File: src/rtl/dlc_ram.sv
// dlc_ram: generic single-write, single-read RAM with registered read data.
// Read during write to the same address returns the old contents. No dependencies.
`default_nettype none
module dlc_ram #(
   parameter int WIDTH = 8,
   parameter int DEPTH = 16
) (
   input  wire logic                             clock,
   input  wire logic                             wr_en,
   input  wire logic [$clog2(DEPTH)-1:0]         wr_addr,
   input  wire logic [WIDTH-1:0]                 wr_data,
   input  wire logic [$clog2(DEPTH)-1:0]         rd_addr,
   output logic      [WIDTH-1:0]                 rd_data
);
   logic [WIDTH-1:0] mem [DEPTH];

   always_ff @(posedge clock) begin
      if (wr_en) begin
         mem[wr_addr] <= wr_data;
      end
      rd_data <= mem[rd_addr];
   end
endmodule
`default_nettype wire

File: config.mk
export PLATFORM = sky130hd
export DESIGN_NAME = dlc_ram
export DESIGN_NICKNAME = d
export VERILOG_FILES = /design/src/rtl/dlc_ram.sv
export SDC_FILE = /design/constraint.sdc
export NUM_CORES = 1
export LEC_CHECK = 0
export BUFFER_PORTS_ARGS = -buffer_cell sky130_fd_sc_hd__buf_2
export CAP_MARGIN = 5
export CELL_PAD_IN_SITES_DETAIL_PLACEMENT = 0
export CELL_PAD_IN_SITES_GLOBAL_PLACEMENT = 1
export CORE_MARGIN = 5
export CORE_UTILIZATION = 40
export CTS_CLUSTER_SIZE = 25
export DETAILED_ROUTE_END_ITERATION = 7
export PLACE_DENSITY_LB_ADDON = 0.15
export SETUP_SLACK_MARGIN = 0.4
export SLEW_MARGIN = 20
export SYNTH_ARGS = -nofsm -noshare
export SYNTH_HDL_FRONTEND = slang
export SYNTH_SLANG_ARGS = --single-unit
File: constraint.sdc
create_clock -name clock -period 2.87 [get_ports clock]
set_input_delay 0.861 -clock clock [delete_from_list [all_inputs] [get_ports clock]]
set_output_delay 0.861 -clock clock [all_outputs]
set_load 0.05 [all_outputs]
==> metrics.txt <==
Clock Sinks=136; highest-count cells in the layout ignoring fill and taps=edfxtp_1 (128), buf_2 (25), buf_4 (22), mux4_2 (18), clkbuf_16 (17); syn nets=247; WP data arrival=2350 ps; Synth area leaders=edfxtp_1 (75%), mux4_2 (7.9%), mux4_1 (7.1%), dfxtp_1 (3.1%), a22oi_1 (2.3%); Finished Core Util=between 40% and 50%; drt drc=0; FF+latch count, synth=136; xor/xnor share of the synthesized area=0%; CP endpoint kind=flop; total length of routed wires=9782 microns; initial antenna violation count=0; commonest non-fill, non-tap cell in the layout=edfxtp_1; Switch Pwr=0.9086 mW; core footprint=12,620 sq um; WHS Path Cells=3; post-synthesis adder-cell area fraction=0%; CTS HTree Levels=4; Worst Clk Skew=between 8 and 9 ps; critical path class=in2reg; outcome=finished clean; Tmin final=2053 ps; Rows=41; register share of total power=between 40% and 50%; post-route setup TNS=0 ps; Tcrit/Tclk final=71.52%; pins over their slew limit=0; vias in the first global route=2,427; RSZ-0062 raised after global routing=no; PostCTS Resize Cnt=0; Cells after Synth=229; initial core utilization=40.79%; First-pass DRT Iterations=5; layout cells sized above 1=32.11%; M2 GR Usage=21.95%; met3 Use GR=approximately 4.2%; worst endpoint required time=3160 ps; compound-cell area share of the yosys netlist=about 2.3%; Post-Syn Area per Cell=22.48 sq um; peak supply drop=approximately 0.41 mV; cell area after synthesis=5147 sq um; diode count=0; mux cell area share after synthesis=15.02%; Comb power frac=5.6%; Die H=approximately 120 microns; largest family of logic cells by synthesized area=multiplexers; WL per Instance=20.77 microns; Final ANT Viol Nets=0; root buf cell=clkbuf_16; Yosys cell types=19; Synth-to-Final Area Change=19.45%; final setup vio count=0; GR Util All Layers=14.26%; crit path launch=rd_addr[0]; final hold violation count=0; Final #Nets=304; Yosys top cell by area=edfxtp_1; Simple-Gate Fraction of Synth Area=3.184%; internal power=3.583 mW; Synthesis Warnings=0; Sw Share=20.23%; Die ar.=15,240 sq um; largest net degree at the start of global routing=17; area share of the largest cell type after synthesis=between 70% and 80%; FMAX=0.4872 GHz; DRT iter0 DRCs=approximately 110; via/cell ratio=4.947; Worst Hold Class=reg2reg; sequential fraction of the synthesis area=about 80%; Inserted Clock Buffers=17; GR Util met1=18.94%; global-route wire length before repair=14,780 microns; CTS Buffer Depth=2; Leakage Power=between 2 and 2.5 nW; overflow left after global routing=0; clock edge transition at the registers on the reported setup and hold paths=about 50 ps; r2r worst-path depth=3; Worst-Skew Late Latency=410 ps; Clk pwr share=44.7%; maximum capacitance violations=0; Pwr per Cell Area=730.6 nW/um^2; PortBufs=25; total power=4.492 mW; CP Max Fanout=10; Routability Congestion=0.7203; total I/O pin count=26; worst r2r src=mem[3][7]; vias after detailed routing=2,330; startpoint class of the critical path=primary input; relative slew slack=a little under three quarters; setup bufs post-CTS=0; Least-Margin Pin Slew=426.9 ps; hold_sp=mem[14][6]; CTS tree=yes; Die W=123.4 microns; WHS=668.0 ps; GR peak layer=met2; hpwl dp=approximately 6600 microns; cts-stage hold buffer count=0
-- worst paths after layout --
kind | to | slack, ps
worst max-delay path | rd_data[5] | 820
worst min register to register | rd_data[6] | 670
worst max register to register | rd_data[7] | 1520
worst min-delay path | rd_data[6] | 670
-- per-stage QoR --
step	area (sq um)	setup slack [ps]	instances
floorplan	5147	516.1	229
global placement	5587	386.5	439
detailed placement	5587	369.3	439
CTS	6148	815.3	471
global route	6148	655.2	471
finish	6148	817.3	471
-- final cells by class --
cell class,count,area (sq um)
clock buffers,23,488.0
clock inverters,9,73.82
fillers,1076,6471
multi-input cells,83,1057
flip-flops and latches,136,4004
well taps,172,215.2
repair buffers,48,310.3
-- flip-flops by register name (all words and copies together) (netlist names) --
| signal | count |
|---|---|
| mem | 128 |
| rd_data | 8 |
-- power by group through the flow --
stage / registers (mW) / clock network (mW) / logic, mW
4_1_cts: 2.23 / 2.05 / 0.257
6_report: 2.23 / 2.01 / 0.250
2_1_floorplan: 2.32 / 0 / 0.113
3_5_place_dp: 2.28 / 0 / 0.256
3_3_place_gp: 2.28 / 0 / 0.253
5_1_grt: 2.24 / 2.13 / 0.272
-- synth_stat cells --
cell and instances:
mux4_2 18, nor2b_1 1, nand2_1 9, buf_4 1
edfxtp_1 128, buf_6 3, nand3b_1 2, nand2b_1 2
nor3_1 4, nand3_1 1, and2_1 1, buf_2 3
or3b_2 1, mux4_1 14, a22oi_1 16, and2b_1 1
nor2_1 13, dfxtp_1 8, clkdlybuf4s25_2 3
-- cell families (layout without fill, tap and decap cells) --
| family | Yosys count | count (layout) |
|---|---|---|
| buffers and inverters | 10 | 80 |
| AND/OR/NAND/NOR | 35 | 35 |
| AO/OA/AOI/OAI | 16 | 16 |
| multiplexers | 32 | 32 |
| flip-flops | 136 | 136 |
-- metal layers --
metal  wire length [microns]  vias to the layer above
met5                       0                        -
met4                     127                        0
met3                     292                       11
met2                    4844                       41
met1                    4517                     1191
li1                        -                     1087
-- critical path: stages --
cell,delay [ps]
buf_2,280
buf_4,290
mux4_1,560
a22oi_1,270
nand2_1,80
(Power assumes the default switching activity.)
